File: src/sv/assert_macros.svh
// assertion macros shared by the rtl files
`ifndef ASSERT_MACROS_SVH
`define ASSERT_MACROS_SVH

// same-cycle implication, disabled in reset
`define ASSERT_IMPLIES(label, clk, rst, a, b) \
  label: assert property (@(posedge clk) disable iff (rst) (a) |-> (b)) \
    else $error("implication check failed");

// next-cycle implication, disabled in reset
`define ASSERT_NEXT(label, clk, rst, a, b) \
  label: assert property (@(posedge clk) disable iff (rst) (a) |=> (b)) \
    else $error("next-cycle check failed");

`endif

File: src/sv/dthk_pkg.sv
// ----------------------------------------------------------------------------
// dthk_pkg
// Types, constants and knob tables of the dual thermostat.
// ----------------------------------------------------------------------------
package dthk_pkg;

  localparam int ADC_W    = 10;
  localparam int BAND_W   = 8;
  localparam int HOT_SP_W = 7;
  localparam int CLD_SP_W = 5;
  localparam int TEMP_W   = 10;

  localparam int HOT_KNOB_POINTS  = 5;
  localparam int COLD_KNOB_POINTS = 6;

  localparam logic [ADC_W-1:0] HOT_KNOB_ADC [HOT_KNOB_POINTS] =
    '{10'd0, 10'd450, 10'd611, 10'd743, 10'd765};
  localparam logic [HOT_SP_W-1:0] HOT_KNOB_DEG [HOT_KNOB_POINTS] =
    '{7'd70, 7'd75, 7'd80, 7'd85, 7'd90};
  localparam logic [ADC_W-1:0] COLD_KNOB_ADC [COLD_KNOB_POINTS] =
    '{10'd0, 10'd300, 10'd550, 10'd662, 10'd745, 10'd755};
  localparam logic [CLD_SP_W-1:0] COLD_KNOB_DEG [COLD_KNOB_POINTS] =
    '{5'd7, 5'd9, 5'd11, 5'd13, 5'd15, 5'd17};

  localparam logic [ADC_W:0]      KNOB_OVERRANGE = 11'd20;
  localparam logic [HOT_SP_W-1:0] HOT_DEFAULT    = 7'd80;
  localparam logic [CLD_SP_W-1:0] COLD_DEFAULT   = 5'd13;
  localparam logic [ADC_W-1:0]    MISSING_LIMIT  = 10'd10;

  localparam logic [TEMP_W-1:0] HOT_OVER   = 10'd960;
  localparam logic [TEMP_W-1:0] HOT_UNDER  = 10'd640;
  localparam logic [TEMP_W-1:0] HOT_BASE   = 10'd650;
  localparam logic [TEMP_W-1:0] COLD_OVER  = 10'd330;
  localparam logic [TEMP_W-1:0] COLD_UNDER = 10'd10;
  localparam logic [TEMP_W-1:0] COLD_BASE  = 10'd25;

  // linear span of both sensors in tenths of a degree
  localparam int LIN_SPAN   = 300;
  localparam int SPAN_W     = 9;
  localparam int DIV_NUM_W  = ADC_W + SPAN_W;
  localparam int QUOT_W     = 9;
  localparam int DIV_STEPS  = QUOT_W;
  localparam int DIV_CNT_W  = $clog2(DIV_STEPS);

  typedef enum logic [2:0] {
    REG_HOT_CAL_LOW,
    REG_HOT_CAL_HIGH,
    REG_COLD_CAL_LOW,
    REG_COLD_CAL_HIGH,
    REG_HOT_BAND,
    REG_COLD_BAND,
    REG_HOLD_TICKS,
    REG_SETTLE_TICKS
  } reg_idx_t;

  typedef enum logic [2:0] {
    S_IDLE,
    S_KNOB,
    S_LOAD,
    S_DIV,
    S_FIN
  } state_t;

  typedef struct packed {
    logic              done;
    logic [QUOT_W-1:0] quot;
  } div_rsp_t;

  // nearest breakpoint, ties go up, small overrange holds the last step
  function automatic logic [HOT_SP_W-1:0] hot_knob_map(input logic [ADC_W-1:0] v);
    logic [HOT_SP_W-1:0] cand;
    logic [ADC_W:0]      last;
    cand = HOT_DEFAULT;
    last = {1'b0, HOT_KNOB_ADC[HOT_KNOB_POINTS-1]};
    if (v < HOT_KNOB_ADC[0]) begin
      cand = HOT_DEFAULT;
    end else if ({1'b0, v} > last) begin
      cand = ({1'b0, v} <= last + KNOB_OVERRANGE) ?
             HOT_KNOB_DEG[HOT_KNOB_POINTS-1] : HOT_DEFAULT;
    end else begin
      for (int j = 0; j < HOT_KNOB_POINTS - 1; j++) begin
        if (v >= HOT_KNOB_ADC[j] && v <= HOT_KNOB_ADC[j+1]) begin
          cand = ({1'b0, v} << 1) < ({1'b0, HOT_KNOB_ADC[j]} + {1'b0, HOT_KNOB_ADC[j+1]}) ?
                 HOT_KNOB_DEG[j] : HOT_KNOB_DEG[j+1];
        end
      end
    end
    return cand;
  endfunction

  function automatic logic [CLD_SP_W-1:0] cold_knob_map(input logic [ADC_W-1:0] v);
    logic [CLD_SP_W-1:0] cand;
    logic [ADC_W:0]      last;
    cand = COLD_DEFAULT;
    last = {1'b0, COLD_KNOB_ADC[COLD_KNOB_POINTS-1]};
    if (v < COLD_KNOB_ADC[0]) begin
      cand = COLD_DEFAULT;
    end else if ({1'b0, v} > last) begin
      cand = ({1'b0, v} <= last + KNOB_OVERRANGE) ?
             COLD_KNOB_DEG[COLD_KNOB_POINTS-1] : COLD_DEFAULT;
    end else begin
      for (int j = 0; j < COLD_KNOB_POINTS - 1; j++) begin
        if (v >= COLD_KNOB_ADC[j] && v <= COLD_KNOB_ADC[j+1]) begin
          cand = ({1'b0, v} << 1) <
                 ({1'b0, COLD_KNOB_ADC[j]} + {1'b0, COLD_KNOB_ADC[j+1]}) ?
                 COLD_KNOB_DEG[j] : COLD_KNOB_DEG[j+1];
        end
      end
    end
    return cand;
  endfunction

endpackage

File: src/sv/dthk_div.sv
// ----------------------------------------------------------------------------
// dthk_div
// Restoring divider, one quotient bit per cycle, for quotients below 2^QUOT_W.
// ----------------------------------------------------------------------------
module dthk_div
  import dthk_pkg::*;
(
  input  logic                 clk,
  input  logic                 rst,
  input  logic                 start,
  input  logic [DIV_NUM_W-1:0] num,
  input  logic [ADC_W-1:0]     den,
  output div_rsp_t             rsp
);

  logic                 busy;
  logic [DIV_CNT_W-1:0] cnt;
  logic [ADC_W-1:0]     rem;
  logic [QUOT_W-1:0]    nsh;
  logic [QUOT_W-1:0]    quot;
  logic                 done;
  logic [ADC_W:0]       trial;
  logic                 fits;

  // upper numerator bits already sit below den since the quotient is bounded
  assign trial = {rem, nsh[QUOT_W-1]};
  assign fits  = trial >= {1'b0, den};

  always_ff @(posedge clk) begin
    if (rst) begin
      busy <= 1'b0;
      done <= 1'b0;
      cnt  <= '0;
    end else begin
      done <= 1'b0;
      if (start) begin
        busy <= 1'b1;
        cnt  <= '0;
      end else if (busy) begin
        cnt <= cnt + 1'b1;
        if (cnt == DIV_CNT_W'(DIV_STEPS - 1)) begin
          busy <= 1'b0;
          done <= 1'b1;
        end
      end
    end
  end

  always_ff @(posedge clk) begin
    if (start) begin
      rem  <= num[DIV_NUM_W-1:QUOT_W];
      nsh  <= num[QUOT_W-1:0];
      quot <= '0;
    end else if (busy) begin
      rem  <= fits ? ADC_W'(trial - {1'b0, den}) : trial[ADC_W-1:0];
      nsh  <= {nsh[QUOT_W-2:0], 1'b0};
      quot <= {quot[QUOT_W-2:0], fits};
    end
  end

  assign rsp.done = done;
  assign rsp.quot = quot;

endmodule

File: src/sv/dual_thermostat_with_knob_setpoint.sv
// ----------------------------------------------------------------------------
// dual_thermostat_with_knob_setpoint
// Two bang-bang relays with hysteresis, knob setpoints and calibrated sensors.
// ----------------------------------------------------------------------------
// One input word holds four ADC samples and yields one result word. The next word
// is accepted only after the previous one is finished. Each word passes through
// the shared restoring divider, which scales the hot and then the cold sensor in
// two passes of 9 steps each. A finished result waits in the output register while
// the next word is taken; a result not yet taken holds the following one in its
// last step. Configuration writes are always accepted and belong in idle periods.
`include "assert_macros.svh"

module dual_thermostat_with_knob_setpoint
  import dthk_pkg::*;
(
  input  logic                clk,
  input  logic                rst,
  input  logic                in_valid,
  output logic                in_ready,
  input  logic [ADC_W-1:0]    hot_sense,
  input  logic [ADC_W-1:0]    cold_sense,
  input  logic [ADC_W-1:0]    hot_knob,
  input  logic [ADC_W-1:0]    cold_knob,
  output logic                out_valid,
  input  logic                out_ready,
  output logic                heater_on,
  output logic                cooler_on,
  output logic [TEMP_W-1:0]   hot_temp,
  output logic [TEMP_W-1:0]   cold_temp,
  output logic [HOT_SP_W-1:0] hot_setpoint_out,
  output logic [CLD_SP_W-1:0] cold_setpoint_out,
  output logic                temp_changed,
  output logic                setpoint_changed,
  input  logic                cfg_valid,
  output logic                cfg_ready,
  input  logic [2:0]          cfg_index,
  input  logic [ADC_W-1:0]    cfg_data
);

  // configuration
  logic [ADC_W-1:0]  hot_cal_low, hot_cal_high, cold_cal_low, cold_cal_high;
  logic [BAND_W-1:0] hot_band, cold_band, hold_ticks, settle_ticks;

  // sampled input word
  logic [ADC_W-1:0] hs, cs, hk, ck;

  // thermostat state
  state_t              state, state_next;
  logic [HOT_SP_W-1:0] hot_setpoint, hot_setpoint_next, hot_pending, hot_pending_next;
  logic [CLD_SP_W-1:0] cold_setpoint, cold_setpoint_next, cold_pending, cold_pending_next;
  logic [BAND_W-1:0]   hot_settle_count, hot_settle_count_next;
  logic [BAND_W-1:0]   cold_settle_count, cold_settle_count_next;
  logic [TEMP_W-1:0]   hot_temp_reg, cold_temp_reg;
  logic [BAND_W-1:0]   heater_hold_count, heater_hold_count_next;
  logic [BAND_W-1:0]   cooler_hold_count, cooler_hold_count_next;
  logic                heater_relay, heater_relay_next, cooler_relay, cooler_relay_next;
  logic                sp_chg, sp_chg_next;
  logic                ch, ch_next;
  logic [QUOT_W-1:0]   lin_hot, lin_cold;

  // divider interface
  logic                 div_start;
  logic [ADC_W-1:0]     diff, den;
  logic [DIV_NUM_W-1:0] num;
  div_rsp_t             div_rsp;
  logic [QUOT_W-1:0]    lin_q;

  // knob candidates and settle terms
  logic [HOT_SP_W-1:0] hc, hsp0, hpd0;
  logic [CLD_SP_W-1:0] cc, csp0, cpd0;
  logic [BAND_W-1:0]   hcnt_inc, ccnt_inc;

  // final temperatures and relay bounds
  logic [TEMP_W-1:0]   ht, ct;
  logic [TEMP_W-1:0]   hot_sp10, cold_sp10;
  logic signed [11:0]  h_t, h_lo, h_hi, c_t, c_lo, c_hi;
  logic [BAND_W-1:0]   hh_inc, ch_inc;
  logic                fin_load;

  assign cfg_ready = 1'b1;
  assign in_ready  = (state == S_IDLE);

  always_ff @(posedge clk) begin
    if (rst) begin
      hot_cal_low   <= 10'd374;
      hot_cal_high  <= 10'd537;
      cold_cal_low  <= 10'd443;
      cold_cal_high <= 10'd770;
      hot_band      <= 8'd50;
      cold_band     <= 8'd25;
      hold_ticks    <= 8'd30;
      settle_ticks  <= 8'd10;
    end else if (cfg_valid) begin
      unique case (reg_idx_t'(cfg_index))
        REG_HOT_CAL_LOW:   hot_cal_low   <= cfg_data;
        REG_HOT_CAL_HIGH:  hot_cal_high  <= cfg_data;
        REG_COLD_CAL_LOW:  cold_cal_low  <= cfg_data;
        REG_COLD_CAL_HIGH: cold_cal_high <= cfg_data;
        REG_HOT_BAND:      hot_band      <= cfg_data[BAND_W-1:0];
        REG_COLD_BAND:     cold_band     <= cfg_data[BAND_W-1:0];
        REG_HOLD_TICKS:    hold_ticks    <= cfg_data[BAND_W-1:0];
        REG_SETTLE_TICKS:  settle_ticks  <= cfg_data[BAND_W-1:0];
        default: ;
      endcase
    end
  end

  always_ff @(posedge clk) begin
    if (in_valid && in_ready) begin
      hs <= hot_sense;
      cs <= cold_sense;
      hk <= hot_knob;
      ck <= cold_knob;
    end
  end

  // shared scaling unit: (s - low) * 300 / (high - low)
  assign diff = ch ? (cs - cold_cal_low) : (hs - hot_cal_low);
  assign den  = ch ? (cold_cal_high - cold_cal_low) : (hot_cal_high - hot_cal_low);
  assign num  = DIV_NUM_W'(diff) * DIV_NUM_W'(LIN_SPAN);

  dthk_div u_div (
    .clk   (clk),
    .rst   (rst),
    .start (div_start),
    .num   (num),
    .den   (den),
    .rsp   (div_rsp)
  );

  // equal or inverted calibration points leave only the base
  assign lin_q = ch ? ((cold_cal_high <= cold_cal_low) ? '0 : div_rsp.quot)
                    : ((hot_cal_high <= hot_cal_low) ? '0 : div_rsp.quot);

  always_ff @(posedge clk) begin
    if (state == S_DIV && div_rsp.done) begin
      if (ch) lin_cold <= lin_q;
      else    lin_hot  <= lin_q;
    end
  end

  // temperatures from the sampled sensors
  always_comb begin
    if (hs > hot_cal_high || hs <= MISSING_LIMIT) begin
      ht = HOT_OVER;
    end else if (hs < hot_cal_low) begin
      ht = HOT_UNDER;
    end else begin
      ht = HOT_BASE + TEMP_W'(lin_hot);
    end
    if (cs > cold_cal_high) begin
      ct = COLD_OVER;
    end else if (cs < cold_cal_low) begin
      ct = COLD_UNDER;
    end else begin
      ct = COLD_BASE + TEMP_W'(lin_cold);
    end
  end

  assign hot_sp10  = TEMP_W'(hot_setpoint) * TEMP_W'(10);
  assign cold_sp10 = TEMP_W'(cold_setpoint) * TEMP_W'(10);
  assign h_t  = $signed({2'b00, ht});
  assign h_lo = $signed({2'b00, hot_sp10}) - $signed({4'b0000, hot_band});
  assign h_hi = $signed({2'b00, hot_sp10}) + $signed({4'b0000, hot_band});
  assign c_t  = $signed({2'b00, ct});
  assign c_lo = $signed({2'b00, cold_sp10}) - $signed({4'b0000, cold_band});
  assign c_hi = $signed({2'b00, cold_sp10}) + $signed({4'b0000, cold_band});
  assign hh_inc = heater_hold_count + 1'b1;
  assign ch_inc = cooler_hold_count + 1'b1;

  assign hc       = hot_knob_map(hk);
  assign cc       = cold_knob_map(ck);
  assign hsp0     = (hot_setpoint == '0) ? hc : hot_setpoint;
  assign csp0     = (hot_setpoint == '0) ? cc : cold_setpoint;
  assign hpd0     = (hot_setpoint == '0) ? hc : hot_pending;
  assign cpd0     = (hot_setpoint == '0) ? cc : cold_pending;
  assign hcnt_inc = hot_settle_count + 1'b1;
  assign ccnt_inc = cold_settle_count + 1'b1;

  always_comb begin
    state_next             = state;
    hot_setpoint_next      = hot_setpoint;
    cold_setpoint_next     = cold_setpoint;
    hot_pending_next       = hot_pending;
    cold_pending_next      = cold_pending;
    hot_settle_count_next  = hot_settle_count;
    cold_settle_count_next = cold_settle_count;
    heater_hold_count_next = heater_hold_count;
    cooler_hold_count_next = cooler_hold_count;
    heater_relay_next      = heater_relay;
    cooler_relay_next      = cooler_relay;
    sp_chg_next            = sp_chg;
    ch_next                = ch;
    div_start              = 1'b0;
    fin_load               = 1'b0;

    unique case (state)
      S_IDLE: begin
        if (in_valid) state_next = S_KNOB;
      end
      S_KNOB: begin
        sp_chg_next        = (hot_setpoint == '0);
        hot_setpoint_next  = hsp0;
        cold_setpoint_next = csp0;
        hot_pending_next   = hpd0;
        cold_pending_next  = cpd0;
        if (hpd0 == hc) begin
          hot_settle_count_next = hcnt_inc;
          if (hcnt_inc > settle_ticks) begin
            hot_settle_count_next = '0;
            if (hsp0 != hpd0) begin
              hot_setpoint_next = hpd0;
              sp_chg_next       = 1'b1;
            end
          end
        end else begin
          hot_settle_count_next = '0;
          hot_pending_next      = hc;
        end
        if (cpd0 == cc) begin
          cold_settle_count_next = ccnt_inc;
          if (ccnt_inc > settle_ticks) begin
            cold_settle_count_next = '0;
            if (csp0 != cpd0) begin
              cold_setpoint_next = cpd0;
              sp_chg_next        = 1'b1;
            end
          end
        end else begin
          cold_settle_count_next = '0;
          cold_pending_next      = cc;
        end
        ch_next    = 1'b0;
        state_next = S_LOAD;
      end
      S_LOAD: begin
        div_start  = 1'b1;
        state_next = S_DIV;
      end
      S_DIV: begin
        if (div_rsp.done) begin
          if (ch) begin
            state_next = S_FIN;
          end else begin
            ch_next    = 1'b1;
            state_next = S_LOAD;
          end
        end
      end
      S_FIN: begin
        // wait for the output register to drain
        if (!out_valid) begin
          fin_load = 1'b1;
          if (h_t < h_lo || h_t > h_hi) begin
            heater_hold_count_next = hh_inc;
            if (hh_inc == hold_ticks) begin
              heater_relay_next      = (h_t < h_lo);
              heater_hold_count_next = '0;
            end
          end else begin
            heater_hold_count_next = '0;
          end
          if (c_t < c_lo || c_t > c_hi) begin
            cooler_hold_count_next = ch_inc;
            if (ch_inc == hold_ticks) begin
              cooler_relay_next      = !(c_t < c_lo);
              cooler_hold_count_next = '0;
            end
          end else begin
            cooler_hold_count_next = '0;
          end
          state_next = S_IDLE;
        end
      end
      default: state_next = S_IDLE;
    endcase
  end

  always_ff @(posedge clk) begin
    if (rst) begin
      state             <= S_IDLE;
      hot_setpoint      <= '0;
      cold_setpoint     <= '0;
      hot_pending       <= '0;
      cold_pending      <= '0;
      hot_settle_count  <= '0;
      cold_settle_count <= '0;
      hot_temp_reg      <= '0;
      cold_temp_reg     <= '0;
      heater_hold_count <= '0;
      cooler_hold_count <= '0;
      heater_relay      <= 1'b0;
      cooler_relay      <= 1'b0;
      sp_chg            <= 1'b0;
      ch                <= 1'b0;
      out_valid         <= 1'b0;
    end else begin
      state             <= state_next;
      hot_setpoint      <= hot_setpoint_next;
      cold_setpoint     <= cold_setpoint_next;
      hot_pending       <= hot_pending_next;
      cold_pending      <= cold_pending_next;
      hot_settle_count  <= hot_settle_count_next;
      cold_settle_count <= cold_settle_count_next;
      heater_hold_count <= heater_hold_count_next;
      cooler_hold_count <= cooler_hold_count_next;
      heater_relay      <= heater_relay_next;
      cooler_relay      <= cooler_relay_next;
      sp_chg            <= sp_chg_next;
      ch                <= ch_next;
      if (fin_load) begin
        hot_temp_reg  <= ht;
        cold_temp_reg <= ct;
        out_valid     <= 1'b1;
      end else if (out_ready) begin
        out_valid <= 1'b0;
      end
    end
  end

  // output word
  always_ff @(posedge clk) begin
    if (fin_load) begin
      heater_on         <= heater_relay_next;
      cooler_on         <= cooler_relay_next;
      hot_temp          <= ht;
      cold_temp         <= ct;
      hot_setpoint_out  <= hot_setpoint;
      cold_setpoint_out <= cold_setpoint;
      temp_changed      <= (ht != hot_temp_reg) || (ct != cold_temp_reg);
      setpoint_changed  <= sp_chg;
    end
  end

  `ASSERT_NEXT(a_relay_only_at_fin, clk, rst, state != S_FIN,
               $stable(heater_relay) && $stable(cooler_relay))
  `ASSERT_IMPLIES(a_div_done_in_div, clk, rst, div_rsp.done, state == S_DIV)
  `ASSERT_IMPLIES(a_setpoint_set, clk, rst, out_valid,
                  hot_setpoint != '0 && cold_setpoint != '0)
  `ASSERT_IMPLIES(a_temp_range, clk, rst, out_valid,
                  hot_temp >= HOT_UNDER && cold_temp <= COLD_OVER)

endmodule

File: config.mk
export PLATFORM = sky130hd
export DESIGN_NAME = dual_thermostat_with_knob_setpoint
export DESIGN_NICKNAME = d
export VERILOG_FILES = /design/src/sv/dthk_pkg.sv /design/src/sv/dthk_div.sv /design/src/sv/dual_thermostat_with_knob_setpoint.sv
export VERILOG_INCLUDE_DIRS = /design/src /design/src/sv
export SDC_FILE = /design/constraint.sdc
export NUM_CORES = 1
export LEC_CHECK = 0
export ABC_CLOCK_PERIOD_IN_PS = 9500
export BUFFER_PORTS_ARGS = -buffer_cell sky130_fd_sc_hd__buf_2
export CAP_MARGIN = 0
export CORE_MARGIN = 1
export CORE_UTILIZATION = 65
export CTS_BUF_LIST = sky130_fd_sc_hd__clkbuf_8
export DETAILED_ROUTE_END_ITERATION = 10
export GPL_TIMING_DRIVEN = 0
export PLACE_DENSITY_LB_ADDON = 0.15
export SYNTH_ARGS = -nofsm -noshare
export SYNTH_HDL_FRONTEND = slang
export SYNTH_SLANG_ARGS = --single-unit
File: constraint.sdc
create_clock -name clk -period 9.5 [get_ports clk]
set_input_delay 0.95 -clock clk [delete_from_list [all_inputs] [get_ports clk]]
set_output_delay 0.95 -clock clk [all_outputs]
set_load 0.02 [all_outputs]
Word level (Yosys, flattened, before mapping)
Cells that the tools add are included.
Storage, ports and cells
  register bits: 282
  input port bits: 58
  output and inout port bits: 39
Cells by class
  add/sub/neg operators: 16
  multipliers: 3
  order comparisons: 47
  equal/unequal tests: 23
  mux-type cells: 88
  bitwise operators: 3
  reductions and logical operators: 37
Operator list (number)
  10-bit less-or-equal comparator, second input constant: 9
  10-bit two-way mux: 9
  5-bit two-way mux: 16
  7-bit two-way mux: 11
  11-bit less-than comparator, second input constant: 6
  8-bit two-way mux: 8
  10-bit greater-or-equal comparator, second input constant: 5
  10-bit subtractor: 5
  9-bit two-way mux: 5
  8-bit by 1-bit adder with 8-bit output, second input constant: 4
  10-bit > comparator: 3
  1-bit two-way mux: 24
  2-bit AND reduction: 12
  11-bit by 9-bit less-than comparator with 1-bit output, second input constant: 2
  10-bit by 1-bit greater-or-equal comparator with 1-bit output, second input constant: 2
  10-bit by 9-bit greater-or-equal comparator with 1-bit output, second input constant: 2
  10-bit > comparator, second input constant: 2
  10-bit less-or-equal comparator: 2
  10-bit by 9-bit less-or-equal comparator with 1-bit output, second input constant: 2
  10-bit by 1-bit less-than comparator with 1-bit output, second input constant: 2
  10-bit less-than comparator: 2
  4-bit two-way mux: 5
  10-bit inequality test: 2
  3-bit two-way mux: 6
  41 further kinds: 71

Logic depth before layout (Yosys ltp)
Gate-level depths: netlist (run 1).
  depth after elaboration: 16
  mapped depth: 26
  depth with buffers taken out: 26

Cells and area by module
Synthesis (run 1) repeated with hierarchy kept, for this count alone.
Second synthesis, totals
  cells, all modules: 2135
  area, all modules: 19386.1 sq um
Modules (own cells, without submodules)
  dual_thermostat_with_knob_setpoint: instances 1, cells each 1946, area an instance 17425.5 sq um
  dthk_div: instances 1, cells each 189, area an instance 1960.6 sq um

Worst setup path after synthesis (run 1)
Ideal clock, no wire load.
  path type: register to register
  start: reg hs[0]
  end: reg u_div.rem[8], data pin
  data arrival time: 5327 ps
  data required time: 9235 ps
  setup slack: 3909 ps
  cell stages (with the launch flop): 25
  path buffers: 0
  cells stage by stage: edfxtp_1 -> inv_1 -> ha_1 -> inv_1 -> fa_1 -> a211o_1 -> a21o_1 -> a2111o_1 -> a21oi_1 -> nor3_1 -> a21oi_1 -> inv_1 -> ha_1 -> ha_1 -> fa_1 -> inv_1 -> fa_1 -> inv_1 -> ha_1 -> and3_1 -> a31oi_1 -> a21oi_1 -> or3_1 -> nand3_1 -> o21ai_1
On the way
  cells in the longest elaborated chain, start to end: 4
RTL lines
  start, declared: line dual_thermostat_with_knob_setpoint.sv:45  | logic [ADC_W-1:0] hs, cs, hk, ck;
  start signal, assigned: line dual_thermostat_with_knob_setpoint.sv:110  | hs <= hot_sense;
  10-bit subtractor: line dual_thermostat_with_knob_setpoint.sv:118  | assign diff = ch ? (cs - cold_cal_low) : (hs - hot_cal_low);
  10-bit two-way mux: line dual_thermostat_with_knob_setpoint.sv:118
  10-bit by 7-bit multiplier with 17-bit output: line dual_thermostat_with_knob_setpoint.sv:120  | assign num = DIV_NUM_W'(diff) * DIV_NUM_W'(LIN_SPAN);
  10-bit two-way mux: line dthk_div.sv:50  | if (start) begin
  end signal, assigned: line dthk_div.sv:51  | rem <= num[DIV_NUM_W-1:QUOT_W];
  end signal, assigned: line dthk_div.sv:55  | rem <= fits ? ADC_W'(trial - {1'b0, den}) : trial[ADC_W-1:0];
  end, declared: line dthk_div.sv:18  | logic [ADC_W-1:0] rem;
Every way passes these cells.
A chain may end at the register's enable or synchronous reset.

Worst setup path after layout (run 1)
  start: reg hot_cal_low[0]
  end: reg u_div.rem[8], data pin
On the way
  cells in the longest elaborated chain, start to end: 6
RTL lines
  start, declared: line dual_thermostat_with_knob_setpoint.sv:41  | logic [ADC_W-1:0] hot_cal_low, hot_cal_high, cold_cal_low, cold_cal_high;
  start signal, assigned: line dual_thermostat_with_knob_setpoint.sv:95  | REG_HOT_CAL_LOW: hot_cal_low <= cfg_data;
  branches (longest 5 deep; another with 10-bit by 7-bit multiplier with 17-bit output)
  10-bit two-way mux *: line dthk_div.sv:50
Every way passes the cells marked *. The select of a mux whose other input is x is not followed.

==> results of run 1 <==
## cells by family (layout without fill, tap and decap cells)
group / count (synthesis) / after routing / share of synthesized area (%)
muxes: 55 / 55 / 2.924
buffers and inverters: 220 / 395 / 4.446
other: 1 / 1 / 0.01974
AOI/OAI and AO/OA: 498 / 498 / 17.57
and+or+nand+nor: 637 / 637 / 15.81
xor gates and xnor gates: 148 / 148 / 6.863
DFF: 282 / 282 / 35.57
adders and majority gates: 242 / 242 / 16.81
## final cells by class
| class | instances | area [um^2] | share of cell area, % |
|---|---|---|---|
| multi-input combinational | 1581 | 11400 | 54.48 |
| sequential | 282 | 6756 | 32.29 |
| clock buffer | 58 | 798.3 | 3.814 |
| inverter | 143 | 536.8 | 2.565 |
| tap | 384 | 480.5 | 2.296 |
| timing repair buffer | 88 | 455.4 | 2.176 |
| buffer | 77 | 309.0 | 1.477 |
| clock inverter | 29 | 188.9 | 0.9028 |
## power breakdown
group / switching [mW] / internal, mW / total, mW
sequential: 0.0598 / 1.35 / 1.41
clock: 0.518 / 0.589 / 1.11
combinational: 0.896 / 0.656 / 1.55
## worst max-delay path: stages, from the launching register on
cell and delay [ps]:
sky130_fd_sc_hd__dfxtp_1 470, sky130_fd_sc_hd__ha_1 190, sky130_fd_sc_hd__inv_1 50, sky130_fd_sc_hd__fa_1 420
sky130_fd_sc_hd__a211o_1 290, sky130_fd_sc_hd__a21o_1 190, sky130_fd_sc_hd__a2111o_1 450, sky130_fd_sc_hd__a21oi_1 140
sky130_fd_sc_hd__nor3_1 60, sky130_fd_sc_hd__a21oi_1 410, sky130_fd_sc_hd__inv_1 170, sky130_fd_sc_hd__ha_1 330
sky130_fd_sc_hd__ha_1 300, sky130_fd_sc_hd__fa_1 530, sky130_fd_sc_hd__inv_1 50, sky130_fd_sc_hd__fa_1 490
sky130_fd_sc_hd__inv_1 40, sky130_fd_sc_hd__ha_1 330, sky130_fd_sc_hd__and3_1 180, sky130_fd_sc_hd__a31oi_1 310
sky130_fd_sc_hd__a21oi_1 140, sky130_fd_sc_hd__or3_1 320, sky130_fd_sc_hd__nand3_1 120, sky130_fd_sc_hd__o21ai_1 90
## synth_stat cells (all sizes together), types with 18 or more instances
cell type,count,area (um^2)
xor2,59,516.8
buf,20,92.59
o211ai,47,352.8
nand3,37,185.2
ha,220,2753
fa,22,440.4
inv,143,536.8
nor2,169,634.4
dfxtp,171,3423
nor3,39,195.2
and2,19,118.9
nand4,27,168.9
clkbuf,57,215.2
nand2,222,840.8
nor2b,23,143.9
o21ai,86,434.2
and3,24,155.1
a21o,47,352.8
xnor2,89,787.0
mux2i,51,510.5
edfxtp,111,3333
nand2b,18,112.6
a21oi,146,734.5
## layer usage
layer / GRT usage, % / vias up
met2: 52.99 / 620
met3: 3.826 / 147
met5: 0 / -
met4: 14.97 / 2
li1: - / 7755
met1: 42.25 / 7540
## worst max-delay path by stage
stage                     cells past startpoint            to  slack (ps)           start
after floorplan                              24  u_div.rem[8]        3910           hs[0]
after global placement                       24  u_div.rem[8]        3310           hs[0]
after detailed placement                     24  u_div.rem[8]        3200           hs[0]
after CTS                                    24  u_div.rem[8]        3220           hs[0]
after global routing                         23  u_div.rem[8]        2920  hot_cal_low[0]
final                                        23  u_div.rem[8]        3190  hot_cal_low[0]
## through the flow
| step | worst slack (ps) | util [%] | hold slack (ps) | std cells | cell area, um^2 |
|---|---|---|---|---|---|
| after floorplan | 3909 | - | 403.0 | 2083 | 19000 |
| after global placement | 3306 | 69.36 | 439.1 | 2553 | 19910 |
| after detailed placement | 3202 | 69.44 | 446.5 | 2554 | 19930 |
| after CTS | 3225 | 72.88 | 453.4 | 2641 | 20920 |
| after global routing | 2918 | 72.91 | 483.0 | 2642 | 20930 |
| final | 3186 | 72.91 | 452.9 | 2642 | 20930 |
==> metrics.log, run 1 <==
[metrics] result of the run: finished, final reports clean
[metrics] uppermost routed layer: met5
[metrics] fin. max-slew vios: 0
[metrics] fmax: about 160 MHz
[metrics] Cells on Worst Hold Path: 2
[metrics] RSZ-0062 raised after global routing: no
[metrics] x dimension of the die: ~170 um
[metrics] start point of the worst min-delay path: cold_settle_count[7]
[metrics] post-synthesis average cell area: roughly 9 um^2
[metrics] Worst EP required: 9850 ps
[metrics] # port buffers: 86
[metrics] total negative slack for setup checks: 0 ps
[metrics] Synth Net Count: 2383
[metrics] area of the placeable core: approximately 29000 um^2
[metrics] post-route total power: 4.067 mW
[metrics] weighted congestion reported at the end of routability-driven placement: a little over 0.9
[metrics] total iterations of the first detailed-routing run: 6
[metrics] post-detailed-route DRC marker count: 0
[metrics] share of synthesized registers carrying an async set or reset: 0%
[metrics] worst skew pair latency: 610 ps
[metrics] post-CTS setup buffers: 0
[metrics] number of warnings printed during yosys synthesis: 0
[metrics] signed area change from the synthesized netlist to the final layout: 10.16%
[metrics] metal3 WL: about 2900 um
[metrics] cell area after synthesis: roughly 19000 um^2
[metrics] wire length reported by the detailed router: 48270 um
[metrics] most frequent cells in the layout: 221 x sky130_fd_sc_hd__nand2_1, 220 x sky130_fd_sc_hd__ha_1, 171 x sky130_fd_sc_hd__dfxtp_1, 169 x sky130_fd_sc_hd__nor2_1, 155 x sky130_fd_sc_hd__inv_1
[metrics] num rows: a little over 60
[metrics] min Tclk post-route: ~6300 ps
[metrics] overall overflow remaining after global route: 0
[metrics] Period Utilization, post-route: 66.46%
[metrics] cell leakage power: approximately 9.1 nW
[metrics] fraction of layout cells with a size suffix above 1: 8.857%
[metrics] Detailed Route Iter0 Violations: approximately 1300
[metrics] diodes inserted: 0
[metrics] post-cts resize count: 0
[metrics] VDD IR-drop max: approximately 150 uV
[metrics] synthesized netlist cell count: approximately 2100
[metrics] remaining antenna violation count: 0
[metrics] largest fanout of any net on the critical path: 4
[metrics] most frequently used flop master after synthesis: sky130_fd_sc_hd__dfxtp_1
[metrics] number of nets at the end of the flow: about 2500
[metrics] Crit Path Class: reg2reg
[metrics] slew at the pin closest to its max-slew limit: between 1000 and 1500 ps
[metrics] Hold Crit Endpoint: cold_settle_count[7]
[metrics] areal power density over the cells: ~200 nW/um^2
[metrics] CTS tree: built
[metrics] maximum number of pins on one net before global-route repair: 43
[metrics] Hold Crit Class: reg2reg
[metrics] WL met2: about 22000 um
[metrics] fillers: approximately 2200
[metrics] worst max-slew margin expressed relative to the limit: between 20% and 30%
[metrics] via count: around 16000
[metrics] register-to-register path setup slack: around 3200 ps
[metrics] reg-to-reg endpoint: u_div.rem[8]
[metrics] CTS clock-pin slew for the worst setup and hold paths: ~70 ps
[metrics] number of antenna violations at the first check in global routing: 1
[metrics] die area: between 20000 and 30000 um^2
[metrics] final HPWL from detailed placement: 37280 um
[metrics] total of endpoints with negative setup slack in the final report: 0
[metrics] routed length per placed instance: between 15 and 20 um
[metrics] clock tree buffer depth: 3
[metrics] signal arrival time at the worst endpoint: ~6700 ps
[metrics] kind of start point of the critical path: flip-flop
[metrics] io pins: 97
[metrics] worst reg2reg startpoint: hot_cal_low[0]
[metrics] number of failing hold endpoints at the final stage: 0
[metrics] post-synthesis sequential area ratio: 35.57%
[metrics] max capacitance violation total: 0
[metrics] Sinks on Clock Net: 282
[metrics] post-cts hold buffer count: 0
[metrics] DR vias/cell: between 6 and 7
[metrics] most common cell after layout, fill and taps aside: sky130_fd_sc_hd__nand2_1
[metrics] buffer type at the clock tree root: sky130_fd_sc_hd__clkbuf_8
[metrics] first-pass GRT wire length: 77630 um
[metrics] count of state elements after synthesis: 282
[metrics] synth unique cells: 93
[metrics] htree depth: 2
[metrics] Initial Util: between 60% and 70%
[metrics] endpoint class of the critical path: flip-flop
[metrics] worst setup skew after layout: around 60 ps
[metrics] global-route total usage across every layer: 32.12%
[metrics] wire length the detailed router placed on met1: 21020 um
[metrics] via count of the first global-routing pass: ~15000
[metrics] number of flops mapped to enable cells by yosys: 111
[metrics] CTS buffer count: 47
[metrics] r2r worst-path depth: 23
[metrics] die height: ~170 um
(Power assumes the default switching activity.)
==> run 2: changes to the inputs <==
- ABC_CLOCK_PERIOD_IN_PS: 9500 -> 5400
- CORE_UTILIZATION: 65 -> 58
- clock period: 9.5 -> 5.4 ns (I/O delays scaled with it)
==> run 2 against run 1 <==
Worst setup slack got worse by 3100 ps. Combinational power rose by 110%. Clock skew fell by 27 ps. Utilization fell by 5.5 points. Sequential power increased by 76%. Cell count is 2.7% higher. Sequential share of layout area is 0.82 points lower. Critical path type unchanged.
==> metrics.log, run 2 (synthesized netlist as in run 1, its figures left out) <==
[metrics] signed area change from the synthesized netlist to the final layout: 13.06% (was 10.16%)
[metrics] min Tclk post-route: 5306 ps (was 6314 ps)
[metrics] fin. max-slew vios: 0 (unchanged)
[metrics] most frequent cells in the layout: 220 x sky130_fd_sc_hd__nand2_1, 212 x sky130_fd_sc_hd__ha_1, 169 x sky130_fd_sc_hd__dfxtp_1, 167 x sky130_fd_sc_hd__nor2_1, 143 x sky130_fd_sc_hd__inv_1 (was 221 x sky130_fd_sc_hd__nand2_1, 220 x sky130_fd_sc_hd__ha_1, 171 x sky130_fd_sc_hd__dfxtp_1, 169 x sky130_fd_sc_hd__nor2_1, 155 x sky130_fd_sc_hd__inv_1)
[metrics] num rows: 65 (was 62)
[metrics] worst skew pair latency: 610 ps (about the same)
[metrics] wire length reported by the detailed router: 49210 um (was 48270 um)
[metrics] endpoint class of the critical path: flip-flop (unchanged)
[metrics] CTS tree: built (unchanged)
[metrics] slew at the pin closest to its max-slew limit: 1337 ps (was 1180 ps)
[metrics] fraction of layout cells with a size suffix above 1: 11.77% (was 8.857%)
[metrics] final critical-path setup slack: 93.99 ps (was 3186 ps)
[metrics] sequential fraction of design power: 31.5% (was 34.6%)
[metrics] fmax: 188.5 MHz (was 158.4 MHz)
[metrics] Placement Setup Slack: -551.0 ps (was 3202 ps)
[metrics] register-to-register path setup slack: 90 ps (was 3190 ps)
[metrics] CTS buffer count: 48 (was 47)
[metrics] most common cell after layout, fill and taps aside: sky130_fd_sc_hd__nand2_1 (unchanged)
[metrics] post-cts hold buffer count: 0 (unchanged)
[metrics] via count of the first global-routing pass: 14969 (was 15391)
[metrics] io pins: 97 (unchanged)
[metrics] weighted congestion reported at the end of routability-driven placement: 0.9089 (was 0.9320)
[metrics] Crit Path Class: reg2reg (unchanged)
[metrics] clock tree buffer depth: 3 (unchanged)
[metrics] fillers: 2580 (was 2221)
[metrics] net switching fraction of the power: 36.12% (was 36.25%)
[metrics] remaining antenna violation count: 0 (unchanged)
[metrics] max capacitance violation total: 0 (unchanged)
[metrics] area of the placeable core: 31880 um^2 (was 28700 um^2)
[metrics] clock share of power: 27.5% (was 27.2%)
[metrics] net switching power of the design: 2.847 mW (was 1.474 mW)
[metrics] Hold Crit Class: in2reg (was reg2reg)
[metrics] # port buffers: 86 (unchanged)
[metrics] internal power of the cells: 5.035 mW (was 2.593 mW)
[metrics] DR vias/cell: 5.936 (was 6.080)
[metrics] signal arrival time at the worst endpoint: 5630 ps (was 6660 ps)
[metrics] final HPWL from detailed placement: 37460 um (was 37280 um)
[metrics] global-route total usage across every layer: 29.05% (was 32.12%)
[metrics] Worst EP required: 5730 ps (was 9850 ps)
[metrics] Initial Util: 59.59% (was 66.19%)
[metrics] areal power density over the cells: 367.0 nW/um^2 (was 194.3 nW/um^2)
[metrics] via count: 16105 (was 16064)
[metrics] overall overflow remaining after global route: 0 (unchanged)
[metrics] die height: 183.0 um (was 173.0 um)
[metrics] number of nets at the end of the flow: 2537 (was 2520)
[metrics] worst max-slew margin expressed relative to the limit: 10.17% (was 21.09%)
[metrics] total of endpoints with negative setup slack in the final report: 0 (unchanged)
[metrics] die area: 33480 um^2 (was 29910 um^2)
[metrics] htree depth: 2 (unchanged)
[metrics] post-detailed-route DRC marker count: 0 (unchanged)
[metrics] VDD IR-drop max: 315.4 uV (was 150.7 uV)
[metrics] buffer type at the clock tree root: sky130_fd_sc_hd__clkbuf_8 (unchanged)
[metrics] largest fanout of any net on the critical path: 3 (was 4)
[metrics] number of antenna violations at the first check in global routing: 0 (was 1)
[metrics] CTS clock-pin slew for the worst setup and hold paths: 60 ps (was 70 ps)
[metrics] total iterations of the first detailed-routing run: 6 (unchanged)
[metrics] worst hold slack: 107.9 ps (was 452.9 ps)
[metrics] Detailed Route Iter0 Violations: 1114 (was 1344)
[metrics] cell leakage power: 9.216 nW (was 9.082 nW)
[metrics] Sinks on Clock Net: 282 (unchanged)
[metrics] maximum number of pins on one net before global-route repair: 41 (was 43)
[metrics] worst setup skew after layout: 35.33 ps (was 61.84 ps)
[metrics] routed length per placed instance: 18.14 um (was 18.27 um)
[metrics] first-pass GRT wire length: 77020 um (was 77630 um)
[metrics] Period Utilization, post-route: 98.26% (was 66.46%)
[metrics] number of failing hold endpoints at the final stage: 0 (unchanged)
[metrics] result of the run: finished, final reports clean (unchanged)
[metrics] RSZ-0062 raised after global routing: yes (was no)
[metrics] portion of total power attributed to combinational logic: 41.1% (was 38.2%)
[metrics] x dimension of the die: 183.0 um (was 173.0 um)
[metrics] kind of start point of the critical path: flip-flop (unchanged)
## run 2: cell types whose count changed in the layout (fill, tap and decap cells not counted), moves of 4 or more
cell                        before  now
sky130_fd_sc_hd__ha_1          220  212
sky130_fd_sc_hd__ha_4            0    7
sky130_fd_sc_hd__inv_2           2   10
sky130_fd_sc_hd__buf_4           1   17
sky130_fd_sc_hd__a21oi_1       145  136
sky130_fd_sc_hd__o21ai_0        56   50
sky130_fd_sc_hd__bufinv_16       1    6
sky130_fd_sc_hd__o21ai_1        29   33
sky130_fd_sc_hd__inv_1         155  143
sky130_fd_sc_hd__a21oi_2         1    9
## run 2: per-stage QoR
| stage | TNS (ps) | instance area [um^2] | power (mW) | util (%) | std cells |
|---|---|---|---|---|---|
| floorplan | 0 | 19020 | 4.626 | - | 2083 |
| global placement | -2061 | 19990 | 5.186 | 62.71 | 2604 |
| detailed placement | -2610 | 20020 | 5.273 | 62.81 | 2605 |
| CTS | -25.15 | 21340 | 7.686 | 66.94 | 2705 |
| global route | -127.8 | 21480 | 8.350 | 67.36 | 2712 |
| finish | 0 | 21480 | 7.882 | 67.37 | 2713 |
## run 2: timing repair
action                                  CTS  global route
gates resized for setup                  33            24
setup buffers                            10             6
pin swaps                                15            24
endpoints found under the setup margin    6            11
## run 2: final cells by class
cell class	instances	area, um^2	area share [%]
diodes	1	2.502	0.01165
plain buffers	77	309.0	1.439
clock buffers	56	770.7	3.588
clock inverters	34	321.6	1.497
inverters	143	536.8	2.499
multi-input cells	1581	11650	54.25
flip-flops and latches	282	6759	31.47
well taps	435	544.3	2.534
repair buffers	104	583.1	2.715
## run 2: final timing paths
check                             from                   end  depth (start not counted)
hold reg to reg   cold_settle_count[7]  cold_settle_count[7]                          2
setup reg to reg                 hs[0]          u_div.rem[8]                         24
setup / recovery                 hs[0]          u_div.rem[8]                         24
hold / removal             hot_knob[9]                 hk[9]                          1
## run 2: power by group through the flow
| stage | registers (mW) | clock network (mW) | logic (mW) |
|---|---|---|---|
| global route | 2.49 | 2.29 | 3.57 |
| floorplan | 2.48 | 0 | 2.15 |
| CTS | 2.48 | 2.20 | 3.01 |
| global placement | 2.52 | 0 | 2.67 |
| finish | 2.48 | 2.17 | 3.24 |
| detailed placement | 2.52 | 0 | 2.75 |
## run 2: per-layer routing
layer  share of wire, %  track usage (%)
met1                 44            38.54
met2                 47            48.71
met3                6.2            3.693
met4                2.9            10.27
met5                  0                0
## run 2: worst max-delay path, cell delays in order (launching register included)
cell                       delay [ps]
sky130_fd_sc_hd__edfxtp_1         420
sky130_fd_sc_hd__inv_2            100
sky130_fd_sc_hd__ha_4             130
sky130_fd_sc_hd__inv_2             40
sky130_fd_sc_hd__fa_2             330
sky130_fd_sc_hd__a211o_1          280
sky130_fd_sc_hd__a21o_1           180
sky130_fd_sc_hd__a2111o_1         340
sky130_fd_sc_hd__a21oi_2          190
sky130_fd_sc_hd__nor3_2            70
sky130_fd_sc_hd__a21oi_2          210
sky130_fd_sc_hd__inv_2             80
sky130_fd_sc_hd__ha_4             280
sky130_fd_sc_hd__ha_4             190
sky130_fd_sc_hd__fa_1             480
sky130_fd_sc_hd__inv_1             50
sky130_fd_sc_hd__fa_1             490
sky130_fd_sc_hd__inv_2             50
sky130_fd_sc_hd__ha_4             210
sky130_fd_sc_hd__and3_4           160
sky130_fd_sc_hd__a31oi_4          180
sky130_fd_sc_hd__a21oi_2           70
sky130_fd_sc_hd__or3_1            330
sky130_fd_sc_hd__nand3_1          100
sky130_fd_sc_hd__o21ai_1           70
